**config.mk**
```make
export PLATFORM = sky130hd
export DESIGN_NAME = tpi_front
export DESIGN_NICKNAME = d
export VERILOG_FILES = /design/src/rtl/core/tpi_pkg.sv /design/src/rtl/core/tpi_front.sv
export SDC_FILE = /design/constraint.sdc
export NUM_CORES = 1
export LEC_CHECK = 0
export BUFFER_PORTS_ARGS = -buffer_cell sky130_fd_sc_hd__buf_2
export CAP_MARGIN = 20
export CELL_PAD_IN_SITES_DETAIL_PLACEMENT = 1
export CELL_PAD_IN_SITES_GLOBAL_PLACEMENT = 2
export CORE_ASPECT_RATIO = 0.7
export CORE_MARGIN = 1
export CORE_UTILIZATION = 30
export DETAILED_ROUTE_END_ITERATION = 7
export PLACE_DENSITY = 0.74
export SYNTH_ARGS = -nofsm -noshare
export SYNTH_HDL_FRONTEND = slang
export SYNTH_SLANG_ARGS = --single-unit
```
**constraint.sdc**
```tcl
create_clock -name clk_i -period 3.1 [get_ports clk_i]
set_input_delay 0.31 -clock clk_i [delete_from_list [all_inputs] [get_ports clk_i]]
set_output_delay 0.31 -clock clk_i [all_outputs]
set_load 0.02 [all_outputs]
```
**src/rtl/core/tpi_pkg.sv**
```systemverilog
// shared types, constants and tables for the turtle path interpreter
`timescale 1ns / 1ps
package tpi_pkg;

  localparam int unsigned StackDepth  = 64;
  localparam int unsigned StackAw     = (StackDepth > 1) ? $clog2(StackDepth) : 1;
  localparam int unsigned CntW        = $clog2(StackDepth + 1);
  localparam int unsigned CordicSteps = 16;
  localparam int unsigned StepW       = $clog2(CordicSteps + 1);
  localparam int unsigned QueueDepth  = 2;
  localparam int unsigned CfgAw       = 2;

  localparam logic [7:0] SymPlus   = 8'h2B;
  localparam logic [7:0] SymMinus  = 8'h2D;
  localparam logic [7:0] SymPush   = 8'h5B;
  localparam logic [7:0] SymPop    = 8'h5D;

  localparam logic [CfgAw-1:0] RegStdLength = 2'd0;
  localparam logic [CfgAw-1:0] RegStdAngle  = 2'd1;
  localparam logic [CfgAw-1:0] RegStartX    = 2'd2;
  localparam logic [CfgAw-1:0] RegStartY    = 2'd3;

  localparam logic [1:0] ErrNone      = 2'd0;
  localparam logic [1:0] ErrUnderflow = 2'd1;
  localparam logic [1:0] ErrOverflow  = 2'd2;

  localparam logic signed [35:0] CordicGain = 36'sd652032874;

  typedef enum logic [2:0] {
    OpIgnore,
    OpDraw,
    OpTurnLeft,
    OpTurnRight,
    OpPush,
    OpPop
  } op_e;

  typedef struct packed {
    logic                begin_req;
    op_e                 op;
    logic [7:0]          symbol;
    logic                has_value;
    logic signed [23:0]  value;
  } cmd_t;

  typedef enum logic [2:0] {
    StIdle,
    StMul,
    StCordic,
    StProd,
    StSum,
    StPop,
    StOut
  } state_e;

  function automatic logic signed [35:0] atan_lut(input logic [4:0] i);
    logic signed [35:0] r;
    case (i)
      5'd0:  r = 36'sh020000000;
      5'd1:  r = 36'sh012E4051E;
      5'd2:  r = 36'sh009FB385B;
      5'd3:  r = 36'sh0051111D4;
      5'd4:  r = 36'sh0028B0D43;
      5'd5:  r = 36'sh00145D7E1;
      5'd6:  r = 36'sh000A2F61E;
      5'd7:  r = 36'sh000517C55;
      5'd8:  r = 36'sh00028BE53;
      5'd9:  r = 36'sh000145F2F;
      5'd10: r = 36'sh0000A2F98;
      5'd11: r = 36'sh0000517CC;
      5'd12: r = 36'sh000028BE6;
      5'd13: r = 36'sh0000145F3;
      5'd14: r = 36'sh00000A2FA;
      5'd15: r = 36'sh00000517D;
      5'd16: r = 36'sh0000028BE;
      5'd17: r = 36'sh00000145F;
      5'd18: r = 36'sh000000A30;
      5'd19: r = 36'sh000000518;
      5'd20: r = 36'sh00000028C;
      5'd21: r = 36'sh000000146;
      5'd22: r = 36'sh0000000A3;
      5'd23: r = 36'sh000000051;
      default: r = '0;
    endcase
    return r;
  endfunction

endpackage

```
**src/rtl/core/tpi_front.sv**
```systemverilog
// front end: accepts symbols, classifies them and queues commands
`timescale 1ns / 1ps
module tpi_front import tpi_pkg::*; (
  input  logic               clk_i,
  input  logic               rst_ni,
  input  logic               in_valid,
  output logic               in_ready,
  input  logic               begin_req_i,
  input  logic [7:0]         symbol_i,
  input  logic               has_value_i,
  input  logic signed [23:0] value_i,
  output logic               cmd_valid_o,
  input  logic               cmd_ready_i,
  output cmd_t               cmd_o
);

  localparam int unsigned QAw = $clog2(QueueDepth);

  cmd_t             mem_q [QueueDepth];
  logic [QAw-1:0]   wr_q, wr_d, rd_q, rd_d;
  logic [QAw:0]     cnt_q, cnt_d;
  cmd_t             cmd_in;
  logic             push, pop;

  always_comb begin
    cmd_in.begin_req = begin_req_i;
    cmd_in.symbol    = symbol_i;
    cmd_in.has_value = has_value_i;
    cmd_in.value     = value_i;
    if ((symbol_i >= 8'h41 && symbol_i <= 8'h5A) || (symbol_i >= 8'h61 && symbol_i <= 8'h7A)) begin
      cmd_in.op = OpDraw;
    end else if (symbol_i == SymPlus) begin
      cmd_in.op = OpTurnLeft;
    end else if (symbol_i == SymMinus) begin
      cmd_in.op = OpTurnRight;
    end else if (symbol_i == SymPush) begin
      cmd_in.op = OpPush;
    end else if (symbol_i == SymPop) begin
      cmd_in.op = OpPop;
    end else begin
      cmd_in.op = OpIgnore;
    end
  end

  assign in_ready    = (cnt_q != (QAw+1)'(QueueDepth));
  assign cmd_valid_o = (cnt_q != '0);
  assign cmd_o       = mem_q[rd_q];
  assign push        = in_valid && in_ready;
  assign pop         = cmd_valid_o && cmd_ready_i;

  always_comb begin
    wr_d  = push ? QAw'((wr_q + 1'b1) % QueueDepth) : wr_q;
    rd_d  = pop  ? QAw'((rd_q + 1'b1) % QueueDepth) : rd_q;
    cnt_d = cnt_q + (QAw+1)'(push) - (QAw+1)'(pop);
  end

  always_ff @(posedge clk_i or negedge rst_ni) begin
    if (!rst_ni) begin
      wr_q  <= '0;
      rd_q  <= '0;
      cnt_q <= '0;
    end else begin
      wr_q  <= wr_d;
      rd_q  <= rd_d;
      cnt_q <= cnt_d;
    end
  end

  always_ff @(posedge clk_i) begin
    if (push) begin
      mem_q[wr_q] <= cmd_in;
    end
  end

  a_cnt_bound: assert property (@(posedge clk_i) disable iff (!rst_ni)
    cnt_q <= (QAw+1)'(QueueDepth)) else $error("queue count out of range");
  a_no_push_full: assert property (@(posedge clk_i) disable iff (!rst_ni)
    cnt_q == (QAw+1)'(QueueDepth) |-> !push) else $error("push into full queue");
  a_cnt_track: assert property (@(posedge clk_i) disable iff (!rst_ni)
    push && !pop |=> cnt_q == $past(cnt_q) + 1'b1) else $error("queue count lost a push");

endmodule

```
---- Word-level counts from Yosys, hierarchy flattened ----
Memories as Yosys holds them, arrays and structs flattened.
Index checks and enable logic that the tools add are counted.
storage, ports and cells
  register bits ........................... 4
  memory bits (writable) .................. 74
  bits of input ports ..................... 38
  output and inout bits ................... 39
  word-level logic and storage cells ...... 30
  memories ................................ 1
operators by class
  add/sub/neg operators ................... 4
  $lt $le $gt $ge ......................... 4
  eq/ne operators ......................... 5
  multiplexer cells ....................... 7
  reduce and logical (&&, ||, !) cells .... 6
memory list
  name   depth  bits a word  read ports  clocked after Yosys merged registers in  wr ports  line             text
  mem_q  2      37           1           0                                        1         tpi_front.sv:19  cmd_t mem_q [QueueDepth];
operators with widths
  kind                 number
  $eq 8x6->1 const B   2
  $eq 8x7->1 const B   2
  $ge 8x7->1 const B   2
  $le 8x7->1 const B   2
  $mux 3               5
  $logic_and 1x1->1    4
  $add 1x1->1 const B  2
  $add 2x1->2          1
  $mux 1               2
  $ne 2x2->1 const B   1
  $reduce_bool 2->1    1
  $sub 2x1->2          1
  $logic_or 1x1->1     1

---- Depth between registers and ports, before layout ----
Gate-level depths: netlist of run 1.
  depth after elaboration ................. 6
  mapped depth ............................ 7
  mapped depth without buffers ............ 7

---- Least setup slack after synthesis of run 1 ----
Ideal clock, no wire load.
  kind .................................... register -> register
  start point ............................. register cnt_q[1]
  end point ............................... memory mem_q[0][0] (netlist name) (enable)
  setup time .............................. 0.431 ns
  arrival ................................. 2.320 ns
  required time ........................... 2.669 ns
  path slack .............................. 0.349 ns
  cell stages (with the launch flop) ...... 4
  path buffers ............................ 0
  clock period less this slack ............ 2.751 ns
  path through ............................ dfrtp_1 > nand2b_1 > nand2_1 > nor2_1
on the way
  cells in the longest elaborated chain, start to end .. 4
ends and longest elaborated chain
  element                       line             text
  start: declaration            tpi_front.sv:21  logic [QAw:0] cnt_q, cnt_d;
  start signal: assignment      tpi_front.sv:65  cnt_q <= cnt_d;
  $ne 2x2->1                    tpi_front.sv:45  assign in_ready = (cnt_q != (QAw+1)'(QueueDepth));
  via in_ready                  tpi_front.sv:7   output logic in_ready,
  $logic_and 1x1->1             tpi_front.sv:48  assign push = in_valid && in_ready;
  $mux 1                        tpi_front.sv:70  if (push) begin
  $mux 1 (implied by the code)  tpi_front.sv:71  mem_q[wr_q] <= cmd_in;
  end: declaration              tpi_front.sv:19
The timed path passes the listed nets, and every way through them passes these cells.

==> impl_metrics.yaml, run 1 <==
die:
  dieArea_sq_um: 10280
  fp-row-count: 29
  start_util: 0.3175
  core_sq_um: 9325
  pin_count: 77
  die_x_um: 120.7
  die_h_um: 85.11
logic_synthesis:
  synth_area_leaders: "edfxtp_1 (75%), mux2_1 (14%), dfrtp_1 (3.4%), xnor2_1 (0.89%), ha_1 (0.85%)"
  avgSynthCellArea_sq_um: 20.00
  ys_ff_latch: 78
  yosys_warnings: 0
  synthCells: 148
  syn_nets: 188
  ys_seq_area_frac: 0.7844
  syn_area_sq_um: 2960
  synth_top_area_frac: 0.7506
  synth_top_area_cell: "edfxtp_1"
  synth_cell_type_count: 26
power:
  comb_power_share: 0.288
  seq_power_share: 0.458
  p_clk_frac: 0.254
  power.internal_mw: 2.370
  powerDensity_nw_per_um2: 936.7
  p_total_mw: 3.518
  p_sw_mw: 1.148
  leakagePower_nw: 1.393
  ir_drop_mv: 0.4616
  p_sw_frac: 0.3263
sta:
  slew_headroom: 0.3846
  tightest_slew_ns: 0.9231
  clock_skew_ns: 0.003592
  hold_viol_final: 0
  setup_violations: 0
  fin_crit_ns: 2.218
  whs_ns: 0.1693
  drv_slew: 0
  rsz0062_at_grt: "false"
  max_freq_ghz: 0.4509
  finalCritPeriodShare: 0.7154
  setup_tns_ns: 0
grt:
  track_usage: 0.1149
  grt_start_max_net_pins: 39
  antenna_found_initial: 0
  grt_pass1_vias: 1669
  grt_overflow: 0
  grt_pass1_wl_mm: 8.390
finish:
  finalNonFillerCells: 362
  drive_gt1_frac: 0.3908
  final_cell_mix: "buf_2 (76), edfxtp_1 (74), mux2_1 (37)"
  final_common_cell: "buf_2"
  nNetsFinal: 273
  fin_area_sq_um: 3756
  nFillCells: 932
  diodes: 0
  area_growth_pct: 26.88
clocking:
  postCtsSetupBuffers: 0
  htree_levels: 3
  worstSkewPairLatency_ns: 0.32
  clkSinkCount: 78
  cts-root-buf: "clkbuf_16"
  numCtsBuffers: 9
  cts_tree: "built"
  clock_path_buffers: 2
  clk_pin_slew_ns: 0.05
routing:
  vias: 1570
  first_pass_iters: 4
  routed_wl_mm: 5.251
  viasPerCell: 4.337
  drc: 0
  drt-initial-drc-count: 41
  antenna_left: 0
  wire_per_inst_um: 14.51
critical_path:
  start_kind: "register"
  end_kind: "output port"
  cp_slowest_cell: "dfrtp_2"
  cp_cell_sequence: "mux2_1 > buf_2"
  worst_ep_required_time_ns: 2.79
  cpPeakStageDelay_ns: 0.97
  critical_path_arrival_ns: 1.91
  crit_fanout: 38
  worst-setup-path-type: "reg2out"
status:
  status: "finished, final reports clean"
place:
  placed_cells: 345
  io_buffers: 76
  dpl_cell_area_sq_um: 3488
  gp_congestion: 0.6390
  dpl.hpwl_mm: 3.416
job:
  maxCapViolCount: 0
worst_hold_path:
  hp-class: "in2reg"
[registers in the layout, summed over array words and instances, names as in the netlist]
name   cells
rd_q       1
cnt_q      2
wr_q       1
mem_q     74
[layer usage]
layer | track usage | wire length (um) | up-vias
li1 | - | - | 743
met1 | 0.1393 | 2340 | 769
met2 | 0.1782 | 2485 | 54
met3 | 0.05645 | 373 | 4
met4 | 0.04040 | 51 | 0
met5 | 0 | 0 | -
[synth_stat cells]
library cell / n
edfxtp_1: 74
mux2_1: 37
dfrtp_1: 4
nor2_1: 3
xnor2_1: 3
buf_2: 2
buf_4: 2
ha_1: 2
nand2_1: 2
nand2b_1: 2
xor2_1: 2
a21oi_1: 1
and2_1: 1
and3_1: 1
inv_1: 1
nand3_1: 1
nand3b_1: 1
nand4_1: 1
nor2b_1: 1
nor4_1: 1
nor4bb_1: 1
o21a_2: 1
o21ai_0: 1
o22ai_1: 1
or2_1: 1
or4_1: 1
[kinds of logic (layout without fill, tap and decap cells)]
logic type,count (synthesis),count (layout),synth area share
AOI/OAI and AO/OA,4,4,0.008452
xor gates and xnor gates,5,5,0.01480
adders and majority gates,2,2,0.008452
buffers and inverters,5,95,0.009718
DFF,78,78,0.7844
muxes,37,37,0.1407
and+or+nand+nor,17,17,0.03340
[final timing paths]
path                                                to               start  slack (ns)  cells after the start
worst min register to register      cnt_q[1]$_DFF_PN0_  cnt_q[1]$_DFF_PN0_        0.52                      1
worst max register to register  mem_q[1][26]$_DFFE_PP_  cnt_q[1]$_DFF_PN0_        1.37                      2
min in group asynchronous           cnt_q[1]$_DFF_PN0_              rst_ni        0.32                      2
worst max-delay path                         cmd_o[32]    rd_q$_DFFE_PN0P_        0.88                      2
max in group asynchronous             rd_q$_DFFE_PN0P_              rst_ni        2.65                      2
worst min-delay path             mem_q[1][5]$_DFFE_PP_          value_i[5]        0.17                      1
[power by group through the flow]
stage,sequential [mW],combinational (mW),clock [mW]
floorplan,1.51,0.788,0
global placement,1.63,1.03,0
detailed placement,1.65,1.04,0
CTS,1.63,1.05,0.930
global route,1.66,1.11,0.970
finish,1.61,1.01,0.894
[stage by stage]
stage                       util  setup WS (ns)
after floorplan                -         0.3491
after global routing      0.4028         0.7317
final                     0.4028         0.8822
after CTS                 0.4028         0.8029
after detailed placement  0.3741          1.169
after global placement    0.3741          1.172
[worst max-delay path: cells and delay by family, from the launching register on]
| family | cells | cell delay, ns |
|---|---|---|
| buffers and inverters | 1 | 0.17 |
| flip-flops | 1 | 0.97 |
| multiplexers | 1 | 0.42 |
[layout make-up]
| class | instances | area (sq um) | share of cell area |
|---|---|---|---|
| multi-input combinational | 65 | 618.1 | 0.1646 |
| inverter | 1 | 3.754 | 0.0009993 |
| tap | 124 | 155.1 | 0.04131 |
| timing repair buffer | 78 | 397.9 | 0.1059 |
| sequential | 78 | 2323 | 0.6186 |
| clock buffer | 10 | 229.0 | 0.06096 |
| clock inverter | 6 | 28.78 | 0.007662 |
[what timing repair did]
| action | in CTS | in global routing |
|---|---|---|
| hold buffers | 1 | 0 |
| gates resized for setup | 0 | 0 |
| endpoints found under the hold margin | 4 | 0 |
Power figures use the tool's default switching activity.
==> run 2, diff against run 1 <==
Settings changed: ABC_AREA set to 1, PLACE_DENSITY 0.74 to 0.82.
Clock period 3.1 ns to 2.02 ns, I/O delays scaled along.
==> impl_metrics.yaml, run 2 <==
die:
  start_util: 0.3129
  die_x_um: 122.8
  dieArea_sq_um: 10630
  die_h_um: 86.58
  fp-row-count: 30
  core_sq_um: 9797
  pin_count: 77
clocking:
  clkSinkCount: 78
  postCtsSetupBuffers: 0
  clk_pin_slew_ns: 0.06
  htree_levels: 3
  cts_tree: "built"
  cts-root-buf: "clkbuf_16"
  clock_path_buffers: 2
  post_cts_resized: 0
  numCtsBuffers: 9
  worstSkewPairLatency_ns: 0.33
power:
  powerDensity_nw_per_um2: 1585
  ir_drop_mv: 0.5498
  leakagePower_nw: 1.731
  p_total_mw: 6.250
finish:
  nFillCells: 1070
  final_common_cell: "nand2_1"
  final_cell_mix: "nand2_1 (120), buf_2 (76), edfxtp_1 (74)"
  area_growth_pct: 28.65
  regArea_sq_um: 2322
  top_register: "mem_q"
  multiInputGateArea_sq_um: 626.9
  largest_register_ffs: 74
  drive_gt1_frac: 0.3125
  fin_area_sq_um: 3944
  reg_top3: "mem_q: 74 flops, cnt_q: 2 flops"
  diodes: 0
  nNetsFinal: 371
worst_hold_path:
  hp-start: "value_i[13]"
  hold_depth: 1
  hp-class: "in2reg"
critical_path:
  path_buf_inv: 3
  r2r_start: "cnt_q[0]$_DFF_PN0_"
  start_kind: "register"
  crit_fanout: 22
  worst_ep_required_time_ns: 1.82
  worst-setup-path-type: "reg2out"
  critical_path_arrival_ns: 1.53
  crit_path_frequent_cell: "nand2_1"
  cp_cell_sequence: "inv_2 > buf_12 > nand2_1 > nand2_1 > buf_2"
  cp-startpoint: "rd_q$_DFFE_PN0P_"
  end_kind: "output port"
  worstRegToRegCells: 8
  critPathTopFamily: "buffers and inverters"
  cpPeakStageDelay_ns: 0.39
  cp_slowest_cell: "dfrtp_1"
  cp.depth: 5
grt:
  antenna_found_initial: 0
  grt_overflow: 0
  grt_pass1_wl_mm: 9.653
  grt_pass1_vias: 2014
  grt_start_max_net_pins: 38
  track_usage: 0.1246
logic_synthesis:
  synth_flop_cell: "edfxtp_1"
  synth_top_area_frac: 0.7249
  ys_seq_area_frac: 0.7576
  syn_area_sq_um: 3065
  ys_top_cells_by_count: "nand2_1 (120), edfxtp_1 (74), inv_1 (12)"
  yosys_warnings: 0
  synth-edff-count: 74
  synth_top_area_cell: "edfxtp_1"
  synthArstFlopShare: 0.05128
  synthCells: 245
  avgSynthCellArea_sq_um: 12.51
  syn_nets: 285
  synth_area_leaders: "edfxtp_1 (72%), nand2_1 (15%), dfrtp_1 (3.3%), buf_6 (1.8%), inv_1 (1.5%)"
  synth_cell_type_count: 21
  synth.most_common_cell: "nand2_1"
  ys_ff_latch: 78
job:
  maxCapViolCount: 0
sta:
  setup_violations: 0
  fin_crit_ns: 1.732
  slew_headroom: 0.7157
  drv_slew: 0
  tightest_slew_ns: 0.4264
  clock_skew_ns: 0.009580
  hold_viol_final: 0
  finalCritPeriodShare: 0.8574
  rsz0062_at_grt: "false"
  max_freq_ghz: 0.5774
status:
  status: "finished, final reports clean"
routing:
  drc: 0
  first_pass_iters: 4
  antenna_left: 0
  routed_wl_mm: 5.965
  wl_met1_mm: 2.711
  vias: 1935
  wl_met2_mm: 2.890
  wire_per_inst_um: 12.86
  drt-initial-drc-count: 65
  viasPerCell: 4.170
  highest_layer: "met4"
  met3_length_um: 308
place:
  dpl_cell_area_sq_um: 3596
  io_buffers: 76
  gp_congestion: 0.7815
  dpl.hpwl_mm: 4.103
run 2: final timing paths:
kind	endpoint	slack (ns)
setup / recovery	cmd_o[35]	0.29
hold / removal	mem_q[0][13]$_DFFE_PP_	0.06
setup reg to reg	cnt_q[1]$_DFF_PN0_	0.49
hold reg to reg	cnt_q[0]$_DFF_PN0_	0.57
max in group asynchronous	rd_q$_DFFE_PN0P_	1.67
min in group asynchronous	wr_q$_DFFE_PN0P_	0.23
run 2: power breakdown:
group | switching, mW | internal (mW) | total, mW
Sequential | 0.103 | 2.21 | 2.32
Clock | 0.583 | 1.20 | 1.78
Combinational | 1.51 | 0.648 | 2.15
run 2: cell type report:
class | instances | share of cell area
clock buffer | 9 | 0.05711
inverter | 13 | 0.01237
tap | 128 | 0.04061
timing repair buffer | 83 | 0.1136
clock inverter | 7 | 0.02855
sequential | 78 | 0.5888
multi-input combinational | 146 | 0.1589
run 2: routing by layer:
metal,GRT usage,vias to the layer above
met5,0,-
met4,0.03991,0
met3,0.04474,6
met2,0.2125,46
met1,0.1467,906
li1,-,977
run 2: logic make-up after synthesis:
group,after synthesis,synth area share
AND/OR/NAND/NOR,139,0.1771
flip-flops,78,0.7576
buffers and inverters,21,0.04285
XOR/XNOR,3,0.01102
AO/OA/AOI/OAI,2,0.003262
adder cells (fa/ha/maj),2,0.008162
run 2: through the flow:
| stage | hold slack (ns) | std cells | util | worst slack, ns | setup TNS [ns] |
|---|---|---|---|---|---|
| after global placement | 0.01604 | 447 | 0.3671 | 0.5094 | 0 |
| after CTS | 0.05150 | 464 | 0.4026 | 0.2245 | 0 |
| final | 0.06469 | 464 | 0.4026 | 0.2880 | 0 |
| after detailed placement | 0.01773 | 447 | 0.3671 | 0.4859 | 0 |
| after floorplan | -0.09359 | 245 | - | -0.1021 | -6.853 |
| after global routing | 0.05089 | 464 | 0.4026 | 0.1548 | 0 |
run 2: timing repair:
item | 4_1_cts | 5_1_grt
endpoints found under the setup margin | 0 | 0
endpoints found under the hold margin | 4 | 0
hold buffers | 1 | 0
==> run 3, diff against run 2 <==
Settings changed: CELL_PAD_IN_SITES_GLOBAL_PLACEMENT 2 to 1, PLACE_DENSITY 0.82 to 0.71.
==> impl_metrics.yaml, run 3 (synthesized netlist as in run 2, its figures left out) <==
finish:
  fin_area_sq_um: 3925
  finalNonFillerCells: 464
  area_growth_pct: 28.04
  largest_register_ffs: 74
  top_register: "mem_q"
  final_common_cell: "nand2_1"
  nFillCells: 1070
  drive_gt1_frac: 0.3036
  reg_top3: "mem_q: 74 flops, cnt_q: 2 flops"
  diodes: 0
  final_cell_mix: "nand2_1 (120), buf_2 (76), edfxtp_1 (74)"
  final_core_util: 0.4006
  nNetsFinal: 371
clocking:
  htree_levels: 3
  clkSinkCount: 78
  cts_tree: "built"
  numCtsBuffers: 9
  clock_path_buffers: 2
  clk_pin_slew_ns: 0.06
  worstSkewPairLatency_ns: 0.33
  postCtsSetupBuffers: 0
  cts-root-buf: "clkbuf_16"
place:
  placed_cells: 447
  gp_congestion: 0.7665
  dpl.hpwl_mm: 4.271
  dpl_cell_area_sq_um: 3608
  io_buffers: 76
  place_ws_ns: 0.4682
grt:
  grt_pass1_vias: 2019
  grt_pass1_wl_mm: 9.791
  track_usage: 0.1291
  antenna_found_initial: 0
  grt_start_max_net_pins: 38
  grt_overflow: 0
critical_path:
  rrSetupSlack_ns: 0.47
  crit_fanout: 11
  r2r_start: "cnt_q[0]$_DFF_PN0_"
  start_kind: "register"
  worst-setup-path-type: "reg2out"
  critical_path_arrival_ns: 1.47
  worst_ep_required_time_ns: 1.82
  end_kind: "output port"
  cp-startpoint: "rd_q$_DFFE_PN0P_"
sta:
  clock_skew_ns: 0.002513
  fin_ws_ns: 0.3455
  rsz0062_at_grt: "false"
  fin_crit_ns: 1.674
  setup_violations: 0
  finalCritPeriodShare: 0.8289
  drv_slew: 0
  hold_viol_final: 0
  slew_headroom: 0.7195
  max_freq_ghz: 0.5972
  tightest_slew_ns: 0.4208
job:
  maxCapViolCount: 0
die:
  die_h_um: 86.58
  pin_count: 77
  die_x_um: 122.8
  core_sq_um: 9797
  fp-row-count: 30
  dieArea_sq_um: 10630
  start_util: 0.3129
routing:
  drt-initial-drc-count: 53
  wire_per_inst_um: 13.37
  first_pass_iters: 4
  antenna_left: 0
  viasPerCell: 4.287
  vias: 1989
  drc: 0
  routed_wl_mm: 6.204
worst_hold_path:
  hp-start: "has_value_i"
  hp-class: "in2reg"
power:
  powerDensity_nw_per_um2: 1566
  leakagePower_nw: 1.719
  ir_drop_mv: 0.6041
status:
  status: "finished, final reports clean"
## run 3: cell types whose count changed in the layout (fill, tap and decap cells not counted), sizes merged
cell,change
clkbuf,+2
bufinv,-1
clkinvlp,-1
## run 3: repair_timing
item / 4_1_cts / 5_1_grt
hold buffers: 1 / 0
hold endpoints to repair: 4 / 0
resized for setup: 0 / 0
## run 3: final timing paths
kind | endpoint | cells after the start
setup / recovery | cmd_o[31] | 5
hold / removal | mem_q[0][24]$_DFFE_PP_ | 1
setup reg to reg | cnt_q[1]$_DFF_PN0_ | 8
hold reg to reg | cnt_q[0]$_DFF_PN0_ | 1
max in group asynchronous | cnt_q[0]$_DFF_PN0_ | 2
min in group asynchronous | rd_q$_DFFE_PN0P_ | 2
## run 3: final cells by class
cell class                      instances  area (sq um)  share of cell area
Multi-Input combinational cell        146         626.9              0.1597
Sequential cell                        78          2322              0.5916
Tap cell                              128         160.2             0.04080
Timing Repair Buffer                   83         460.4              0.1173
Inverter                               13         48.80             0.01243
Clock inverter                          5         73.82             0.01881
Clock buffer                           11         232.7             0.05929
## run 3: report_power, final
group	internal [mW]	total (mW)	switching, mW
Sequential	2.21	2.32	0.108
Combinational	0.668	2.18	1.51
Clock	1.07	1.65	0.575
## run 3: per-layer routing
metal,part of all wire,track usage,wire [um],up-vias
met4,0.017,0.06098,108,0
met5,0,0,0,-
met2,0.49,0.2155,3015,55
met3,0.052,0.04671,325,11
li1,-,-,-,975
met1,0.44,0.1480,2754,948
## run 3: critical path, stage by stage (launching register included)
cell and delay (ns):
dfrtp_1 0.38, inv_2 0.22, buf_4 0.23, nand2_1 0.07, nand2_1 0.07, buf_2 0.16
## run 3: per-stage QoR
step	power [mW]	TNS [ns]	hold WS (ns)
6_report	6.148	0	0.05647
5_1_grt	6.526	0	0.04109
4_1_cts	6.255	0	0.03995
3_5_place_dp	4.590	0	0.01571
3_3_place_gp	4.506	0	0.01699
2_1_floorplan	3.833	-6.853	-0.09359
